`src/hdl/pmt_pkg.sv`:
```
`default_nettype none
package pmt_pkg;

   localparam int DATA_W       = 32;
   localparam int OP_W         = 2;
   localparam int IDX_W        = 3;
   localparam int MAX_CHANNELS = 4;
   localparam int EN_STRIDE    = 3;

   localparam logic [OP_W-1:0] OP_TICK  = 2'd0;
   localparam logic [OP_W-1:0] OP_READ  = 2'd1;
   localparam logic [OP_W-1:0] OP_WRITE = 2'd2;

   localparam logic [IDX_W-1:0] REG_RUN    = 3'd0;
   localparam logic [IDX_W-1:0] REG_COUNT  = 3'd1;
   localparam logic [IDX_W-1:0] REG_ENABLE = 3'd2;
   localparam logic [IDX_W-1:0] REG_FLAGS  = 3'd3;

endpackage
`default_nettype wire

```
`src/hdl/pmt_req_if.sv`:
```
`default_nettype none
interface pmt_req_if;
   logic                      valid;
   logic                      ready;
   logic [pmt_pkg::OP_W-1:0]  op;
   logic [pmt_pkg::IDX_W-1:0] reg_index;
   logic [pmt_pkg::DATA_W-1:0] write_data;

   modport source (output valid, op, reg_index, write_data, input ready);
   modport sink   (input valid, op, reg_index, write_data, output ready);
endinterface
`default_nettype wire

```
`src/hdl/pmt_rsp_if.sv`:
```
`default_nettype none
interface pmt_rsp_if;
   logic                       valid;
   logic                       ready;
   logic [pmt_pkg::DATA_W-1:0] read_data;
   logic                       irq_pending;

   modport source (output valid, read_data, irq_pending, input ready);
   modport sink   (input valid, read_data, irq_pending, output ready);
endinterface
`default_nettype wire

```
`src/hdl/pmt_csr_if.sv`:
```
`default_nettype none
interface pmt_csr_if;
   logic                       valid;
   logic                       ready;
   logic [pmt_pkg::DATA_W-1:0] data;

   modport source (output valid, data, input ready);
   modport sink   (input valid, data, output ready);
endinterface
`default_nettype wire

```
`src/hdl/prescaled_match_timer_top.sv`:
```
`default_nettype none
// 32-bit timer with a prescaler and CHANNELS match channels.
// req_if carries one beat per operation: a clock tick, a register read or a
// register write (op, reg_index, write_data). rsp_if returns exactly one beat
// for each request beat, in order: read_data (zero unless a read) and
// irq_pending (any match flag set after the operation).
// csr_if writes the prescale register; it is always ready and should only be
// written while no request is in flight.
// The response to each accepted request is held in a response register.
// Throughput: one request per cycle while responses are taken; the single
// response register is the only storage between the channels, so
// req_if.ready follows !rsp_if.valid || rsp_if.ready.
// When the receiver stalls, the response holds and one more request can not
// enter until that response beat is taken.
// Reset (synchronous) stops the timer, clears counts, match values, enables,
// flags and the prescale register, and drops rsp_if.valid.
module prescaled_match_timer_top #(
   parameter int CHANNELS = 4
) (
   input  wire logic   clock,
   input  wire logic   reset,
   pmt_req_if.sink     req_if,
   pmt_rsp_if.source   rsp_if,
   pmt_csr_if.sink     csr_if
);
   import pmt_pkg::*;

   logic [DATA_W-1:0]   prescale_ff;
   logic [DATA_W-1:0]   pcount_ff,  pcount_in;
   logic [DATA_W-1:0]   tcount_ff,  tcount_in;
   logic                run_ff,     run_in;
   logic [DATA_W-1:0]   match_ff [CHANNELS];
   logic [DATA_W-1:0]   match_in [CHANNELS];
   logic [CHANNELS-1:0] enable_ff,  enable_in;
   logic [CHANNELS-1:0] flags_ff,   flags_in;
   logic                rsp_valid_ff;
   logic [DATA_W-1:0]   read_data_ff, read_data_in;
   logic                irq_ff;
   logic                req_accept;
   logic                chan_sel;

   assign req_if.ready = !rsp_valid_ff || rsp_if.ready;
   assign req_accept   = req_if.valid && req_if.ready;
   assign csr_if.ready = 1'b1;

   assign rsp_if.valid       = rsp_valid_ff;
   assign rsp_if.read_data   = read_data_ff;
   assign rsp_if.irq_pending = irq_ff;

   assign chan_sel = req_if.reg_index[IDX_W-1];

   always_comb begin
      pcount_in    = pcount_ff;
      tcount_in    = tcount_ff;
      run_in       = run_ff;
      enable_in    = enable_ff;
      flags_in     = flags_ff;
      read_data_in = '0;
      for (int c = 0; c < CHANNELS; c++) begin
         match_in[c] = match_ff[c];
      end

      case (req_if.op)
         OP_TICK: begin
            if (run_ff) begin
               // end of prescale period: wrap prescaler, advance count, check matches
               if (pcount_ff >= prescale_ff) begin
                  pcount_in = '0;
                  tcount_in = tcount_ff + 1'b1;
                  for (int c = 0; c < CHANNELS; c++) begin
                     if (enable_ff[c] && (tcount_in == match_ff[c])) begin
                        flags_in[c] = 1'b1;
                     end
                  end
               end else begin
                  pcount_in = pcount_ff + 1'b1;
               end
            end
         end
         OP_READ: begin
            case (req_if.reg_index)
               REG_RUN:    read_data_in = {{(DATA_W-1){1'b0}}, run_ff};
               REG_COUNT:  read_data_in = tcount_ff;
               REG_ENABLE: begin
                  for (int c = 0; c < CHANNELS; c++) begin
                     read_data_in[c*EN_STRIDE] = enable_ff[c];
                  end
               end
               REG_FLAGS:  read_data_in = {{(DATA_W-CHANNELS){1'b0}}, flags_ff};
               default: begin
                  for (int c = 0; c < CHANNELS; c++) begin
                     if (chan_sel && (req_if.reg_index[IDX_W-2:0] == (IDX_W-1)'(c))) begin
                        read_data_in = match_ff[c];
                     end
                  end
               end
            endcase
         end
         OP_WRITE: begin
            case (req_if.reg_index)
               REG_RUN:    run_in = req_if.write_data[0];
               REG_COUNT:  run_in = run_ff;
               REG_ENABLE: begin
                  for (int c = 0; c < CHANNELS; c++) begin
                     enable_in[c] = req_if.write_data[c*EN_STRIDE];
                  end
               end
               // write one to clear
               REG_FLAGS:  flags_in = flags_ff & ~req_if.write_data[CHANNELS-1:0];
               default: begin
                  for (int c = 0; c < CHANNELS; c++) begin
                     if (chan_sel && (req_if.reg_index[IDX_W-2:0] == (IDX_W-1)'(c))) begin
                        match_in[c] = req_if.write_data;
                     end
                  end
               end
            endcase
         end
         default: read_data_in = '0;
      endcase
   end

   always_ff @(posedge clock) begin
      if (reset) begin
         prescale_ff  <= '0;
         pcount_ff    <= '0;
         tcount_ff    <= '0;
         run_ff       <= 1'b0;
         enable_ff    <= '0;
         flags_ff     <= '0;
         rsp_valid_ff <= 1'b0;
         for (int c = 0; c < CHANNELS; c++) begin
            match_ff[c] <= '0;
         end
      end else begin
         if (csr_if.valid) begin
            prescale_ff <= csr_if.data;
         end
         if (req_accept) begin
            pcount_ff    <= pcount_in;
            tcount_ff    <= tcount_in;
            run_ff       <= run_in;
            enable_ff    <= enable_in;
            flags_ff     <= flags_in;
            rsp_valid_ff <= 1'b1;
            for (int c = 0; c < CHANNELS; c++) begin
               match_ff[c] <= match_in[c];
            end
         end else if (rsp_if.ready) begin
            rsp_valid_ff <= 1'b0;
         end
      end
   end

   // response payload, loaded with each accepted beat
   always_ff @(posedge clock) begin
      if (req_accept) begin
         read_data_ff <= read_data_in;
         irq_ff       <= |flags_in;
      end
   end

endmodule
`default_nettype wire

```
`src/flat_wrapper.sv`:
```
// flat-port wrapper written by rule: the top's interface ports become plain ports
module prescaled_match_timer_top_flat import pmt_pkg::*;
#(
   parameter int CHANNELS = 4
)
  (clock, reset, req_if_valid, req_if_op, req_if_reg_index, req_if_write_data, req_if_ready, rsp_if_valid, rsp_if_read_data, rsp_if_irq_pending, rsp_if_ready, csr_if_valid, csr_if_data, csr_if_ready);
  pmt_req_if req_if_i ();
  pmt_rsp_if rsp_if_i ();
  pmt_csr_if csr_if_i ();
  input  wire logic clock;
  input  wire logic reset;
  input wire logic [$bits(req_if_i.valid)-1:0] req_if_valid;
  input wire logic [$bits(req_if_i.op)-1:0] req_if_op;
  input wire logic [$bits(req_if_i.reg_index)-1:0] req_if_reg_index;
  input wire logic [$bits(req_if_i.write_data)-1:0] req_if_write_data;
  output wire logic [$bits(req_if_i.ready)-1:0] req_if_ready;
  output wire logic [$bits(rsp_if_i.valid)-1:0] rsp_if_valid;
  output wire logic [$bits(rsp_if_i.read_data)-1:0] rsp_if_read_data;
  output wire logic [$bits(rsp_if_i.irq_pending)-1:0] rsp_if_irq_pending;
  input wire logic [$bits(rsp_if_i.ready)-1:0] rsp_if_ready;
  input wire logic [$bits(csr_if_i.valid)-1:0] csr_if_valid;
  input wire logic [$bits(csr_if_i.data)-1:0] csr_if_data;
  output wire logic [$bits(csr_if_i.ready)-1:0] csr_if_ready;
  assign req_if_i.valid = req_if_valid;
  assign req_if_i.op = req_if_op;
  assign req_if_i.reg_index = req_if_reg_index;
  assign req_if_i.write_data = req_if_write_data;
  assign req_if_ready = req_if_i.ready;
  assign rsp_if_valid = rsp_if_i.valid;
  assign rsp_if_read_data = rsp_if_i.read_data;
  assign rsp_if_irq_pending = rsp_if_i.irq_pending;
  assign rsp_if_i.ready = rsp_if_ready;
  assign csr_if_i.valid = csr_if_valid;
  assign csr_if_i.data = csr_if_data;
  assign csr_if_ready = csr_if_i.ready;
  prescaled_match_timer_top #(.CHANNELS(CHANNELS)) u_core (.clock(clock), .reset(reset), .req_if(req_if_i), .rsp_if(rsp_if_i), .csr_if(csr_if_i));
endmodule
```
`config.mk`:
```
export PLATFORM = sky130hd
export DESIGN_NAME = prescaled_match_timer_top_flat
export DESIGN_NICKNAME = d
export VERILOG_FILES = /design/src/hdl/pmt_pkg.sv /design/src/hdl/pmt_req_if.sv /design/src/hdl/pmt_rsp_if.sv /design/src/hdl/pmt_csr_if.sv /design/src/hdl/prescaled_match_timer_top.sv /design/src/flat_wrapper.sv
export SDC_FILE = /design/constraint.sdc
export NUM_CORES = 1
export LEC_CHECK = 0
export ABC_AREA = 1
export ABC_CLOCK_PERIOD_IN_PS = 5990
export BUFFER_PORTS_ARGS = -buffer_cell sky130_fd_sc_hd__buf_2
export CAP_MARGIN = 20
export CORE_UTILIZATION = 25
export CTS_CLUSTER_DIAMETER = 40
export DETAILED_ROUTE_END_ITERATION = 10
export HOLD_SLACK_MARGIN = 0.08
export PLACE_DENSITY = 0.45
export SLEW_MARGIN = 30
export SYNTH_ARGS = -nofsm -noshare
export SYNTH_HDL_FRONTEND = slang
export SYNTH_SLANG_ARGS = --single-unit
```
`constraint.sdc`:
```
create_clock -name clock -period 5.99 [get_ports clock]
set_input_delay 1.198 -clock clock [delete_from_list [all_inputs] [get_ports clock]]
set_output_delay 1.198 -clock clock [all_outputs]
set_load 0.1 [all_outputs]
```
; After elaboration in Yosys (flattened, before gate mapping)
; Memory sizes are Yosys's and may differ from the RTL's.
; Index checks and enable logic that the tools add are counted.
[totals]
output_inout_bits = 36
mem_bits_rw = 128
memories = 1
ff_bits = 139
[op_classes]
add_sub_neg = 2
eq_ne = 12
mux = 38
n_reduce_logical = 24
bitwise_logic = 6
order_cmp = 1
[memory_table]
columns = memory, words, width, rd, rd_clocked_by_memory_dff, write_ports, line_no
row1 = u_core.match_ff, 4, 32, 4, 0, 4, prescaled_match_timer_top.sv:32  ; logic [DATA_W-1:0] match_ff [CHANNELS];
[op_table]
columns = operator, n
row1 = 2-to-1 mux 32 bit, 13
row2 = 2-to-1 mux 128 bit, 2
row3 = == test 32 bit, 4
row4 = "adder 32 x 1 -> 32 bit, second input constant", 2
row5 = one-hot mux 22 bit (2 select lines), 1
row6 = >= comparator 32 bit, 1
row7 = 2-to-1 mux 4 bit, 3
row8 = 2-to-1 mux 1 bit, 11
row9 = logical AND 1 bit, 9
row10 = AND reduction 3 bit, 3
row11 = one-hot mux 1 bit (4 select lines), 2
row12 = one-hot mux 2 bit (2 select lines), 2
row13 = one-hot mux 4 bit (2 select lines), 1
row14 = OR reduction 4 bit, 2
row15 = "== test 2 bit, second input constant", 3
row16 = "== test 3 x 2 -> 1 bit, second input constant", 2
row17 = one-hot mux 1 bit (3 select lines), 2
row18 = one-hot mux 2 bit (3 select lines), 1
row19 = bitwise AND 4 bit, 1
row20 = "== test 2 x 1 -> 1 bit, second input constant", 2
row21 = logical NOT 2 bit, 2
row22 = inverter 4 bit, 1
row23 = bitwise OR 1 bit, 4
row24 = AND reduction 4 bit, 1
row25 = 7 further kinds, 8

; Depth between registers and ports, before layout
[logic_depth]
ltp_word = 8
depth_mapped = 19
ltp_nobuf = 19

; Worst setup path after synthesis
; Ideal clock, no wire load.
[synth_path]
kind = input-to-reg
startpoint = input port rsp_if_ready
endpoint = memory u_core.match_ff[0][0], enable pin
slack_ns = 0.668
setup_ns = 0.466
path_stages = 6
required_time_ns = 5.524
path_buffers = 0
arrival_ns = 4.857
path_cell_list = inv_1 > nand2_1 > nand2_2 > nor2_1 > inv_1 > o21ai_0
[synth_rtl]
columns = item, line_no
row1 = start: declaration, flat_wrapper.sv:20  ; input wire logic [$bits(rsp_if_i.ready)-1:0] rsp_if_ready;
row2 = end: declaration, prescaled_match_timer_top.sv:32

; Final worst setup path
[layout_path]
startpoint = register u_core.pcount_ff[18]
endpoint = register u_core.tcount_ff[19]
[layout_between]
elab_chain_cells = 2
[layout_rtl]
columns = item, line_no
row1 = start: declaration, prescaled_match_timer_top.sv:29  ; logic [DATA_W-1:0] pcount_ff, pcount_in;
row2 = start signal: assignment, prescaled_match_timer_top.sv:140  ; pcount_ff <= pcount_in;
row3 = >= comparator 32 bit, prescaled_match_timer_top.sv:67  ; if (pcount_ff >= prescale_ff) begin
row4 = AND reduction 4 bit (no source line), --
row5 = end signal: assignment, prescaled_match_timer_top.sv:141  ; tcount_ff <= tcount_in;
row6 = end: declaration, prescaled_match_timer_top.sv:30  ; logic [DATA_W-1:0] tcount_ff, tcount_in;
; Every way passes these cells.
; A chain may end at the register's enable or synchronous reset.

==> metrics.txt <==
Netlist cell types 56; chip height 248 um; top area cells in the synthesized netlist edfxtp_1, dfxtp_1, nand2_1, inv_1, nor2_1; PD cells 309 nW/um^2; CTS Buffer Depth 3; Setup Fix Bufs, Post-CTS 0; max_cap viols 0; first-pass GRT wire length 77.6 mm; highest-count cells in the layout ignoring fill and taps nand2_1, inv_1, nor2_1; commonest non-fill, non-tap cell in the layout nand2_1; Hold Crit Depth 2; Final Max Tran Viols 0; WL final around 52 mm; Global Route Usage Sum between 10% and 20%; GRT overflow 0; Max IR drop VDD roughly 0.22 mV; Clock Skew roughly 0.019 ns; final setup TNS 0 ns; total power 0.00571 W; Pleak between 7 and 8 nW; CP required about 6.4 ns; via/cell ratio ~4.7; leading area contributor after synthesis edfxtp_1; worst endpoint data arrival time about 4.2 ns; layout cells sized above 1 between 10 and 15%; Yosys reg bits between 200 and 300; relative slew slack a little under two fifths; crit start category flip-flop; Detailed Route Iter0 Violations approximately 1,000; Die X approximately 250 um; largest net degree at the start of global routing between 70 and 80; antenna viol nets, final 0; Clock Tree Root clkbuf_16; asr flop ratio synth 0%; prevailing post-synth register cell edfxtp_1; Layout Cells excl Fill slightly below 3,000; max frequency ~270 MHz; Post-Place Cells around 2,800; R2R cell count 13; Final Hold Fails 0; routability cong. about 0.88; kind of critical path flip-flop to flip-flop; CP max FO 39; Port Buffer Count around 110; vias post-DR 13,544; drt pass-1 iters 6; period utilization a little over three fifths; cells after synthesis 1,959; outcome complete, no violations; register area share after synthesis about 46%; nets between 2,000 and 2,500; syn nets between 2,000 and 2,500; worst slew pin tran roughly 0.94 ns; Initial Util 25.5%; # hold bufs at CTS 0; die area approximately 60,000 sq um; vias in the first global route 13,091; Residual DRC 0; minimum clock period 3.76 ns; # rows between 80 and 90; worst hold path type flip-flop to flip-flop; antenna violations before repair 2; total CTS buffers 53; H-tree Lvls 2; unrepaired setup endpoints after global routing false; Yosys warning count 0; CP Capture Type flip-flop; Core Region 59,500 sq um; Clock Sink Count 267; Setup Viol. Count Final 0; post-DR wirelength/cell roughly 18 um; number of synthesized flops with an enable pin roughly 160; Ports 110; synthesized area per cell just under 8 sq um; cts repair resizes 0; Clk Latency, worst-skew pair 0.59 ns; CTS tree done; top-area cell type share of the netlist area 31.9%; Syn-to-layout area delta 22.1%; Reg clk slew, reported paths 0.05 ns; Cell Area, Synth around 15,000 sq um; dpl hpwl 37.8 mm
## registers in the layout (all words and copies together) (netlist names), 4 cells and up
signal                   count
u_core.prescale_ff          32
u_core.pcount_ff            32
u_core.tcount_ff            32
u_core.flags_ff              4
u_core.match_ff            128
u_core.rsp_if.read_data     32
u_core.enable_ff             4
## critical path: stages, from the launching register on
cell and delay (ns):
dfxtp_1 0.47, ha_1 0.28, nand2_1 0.06, inv_1 0.05
o21ai_0 0.06, nand2_1 0.09, a21oi_1 0.19, o21a_1 0.17
nand3_2 0.22, nand2_1 0.17, buf_4 0.45, clkinv_1 0.86
o21ai_0 0.45, a31oi_1 0.08
## synth_stat cells, types with 4 or more instances
cell type  instances
nand3_2            9
nor2_8             5
o21ai_1            7
edfxtp_1         161
nand3b_1           6
nor2_2            11
nand2_1          490
o22ai_1           29
nand3_1          127
nor3_1            25
inv_2              8
nor4_1             5
nand2_4            7
nor2_1           222
and2_1             4
clkbuf_1          46
ha_1              35
xor2_1            30
a21oi_1          134
nor2_4             6
a31oi_1           34
xnor2_1           10
nand2_2           30
o21ai_0           92
dfxtp_1          106
inv_1            255
nand4_1           18
## routing by layer
metal	up-vias	wire, um	global-route usage (%)
li1	6739	-	-
met1	6299	23600	22.4
met2	410	23500	27.0
met3	96	2990	2.91
met4	0	1550	6.42
met5	-	0	0
## through the flow
| step | setup slack [ns] | area (sq um) | utilization (%) | hold slack, ns |
|---|---|---|---|---|
| floorplan | 0.668 | 15100 | - | 0.437 |
| global placement | 2.28 | 16600 | 27.9 | 0.454 |
| detailed placement | 2.36 | 16600 | 27.9 | 0.460 |
| CTS | 2.65 | 18500 | 31.1 | 0.468 |
| global route | 1.82 | 18500 | 31.1 | 0.496 |
| finish | 2.23 | 18500 | 31.1 | 0.464 |
## cell families (layout without fill, tap and decap cells)
kind of cell             Yosys count  count (layout)  synth area share, %
XOR/XNOR                          44              44                 2.82
flip-flops                       267             267                 45.9
AO/OA/AOI/OAI                    314             314                 11.2
buffers and inverters            320             490                 8.09
adder cells (fa/ha/maj)           35              35                 2.89
AND/OR/NAND/NOR                  978             978                 29.0
other                              1               4               0.0248
## cell type report
cell class	count	area, sq um
multi-input combinational	1372	7010
clock inverter	42	495
antenna	3	7.51
tap	773	967
fill	6299	41000
sequential	267	6960
inverter	267	1000
timing repair buffer	123	653
clock buffer	58	1410
## path summary, 6_finish.rpt
check / from / endpoint / slack [ns]
max reg2reg: u_core.pcount_ff[18]$_SDFFE_PP0P_ / u_core.tcount_ff[19]$_SDFFE_PP0P_ / 2.23
max: u_core.pcount_ff[18]$_SDFFE_PP0P_ / u_core.tcount_ff[19]$_SDFFE_PP0P_ / 2.23
min reg2reg: u_core.prescale_ff[20]$_SDFFE_PP0P_ / u_core.prescale_ff[20]$_SDFFE_PP0P_ / 0.46
min: u_core.prescale_ff[20]$_SDFFE_PP0P_ / u_core.prescale_ff[20]$_SDFFE_PP0P_ / 0.46
## power breakdown
| part | internal, W | leakage (nW) | switching (W) |
|---|---|---|---|
| Sequential | 0.00204 | 2.50 | 0.0000501 |
| Combinational | 0.000111 | 4.27 | 0.000340 |
| Clock | 0.00207 | 0.930 | 0.00110 |
Power figures use the tool's default switching activity.
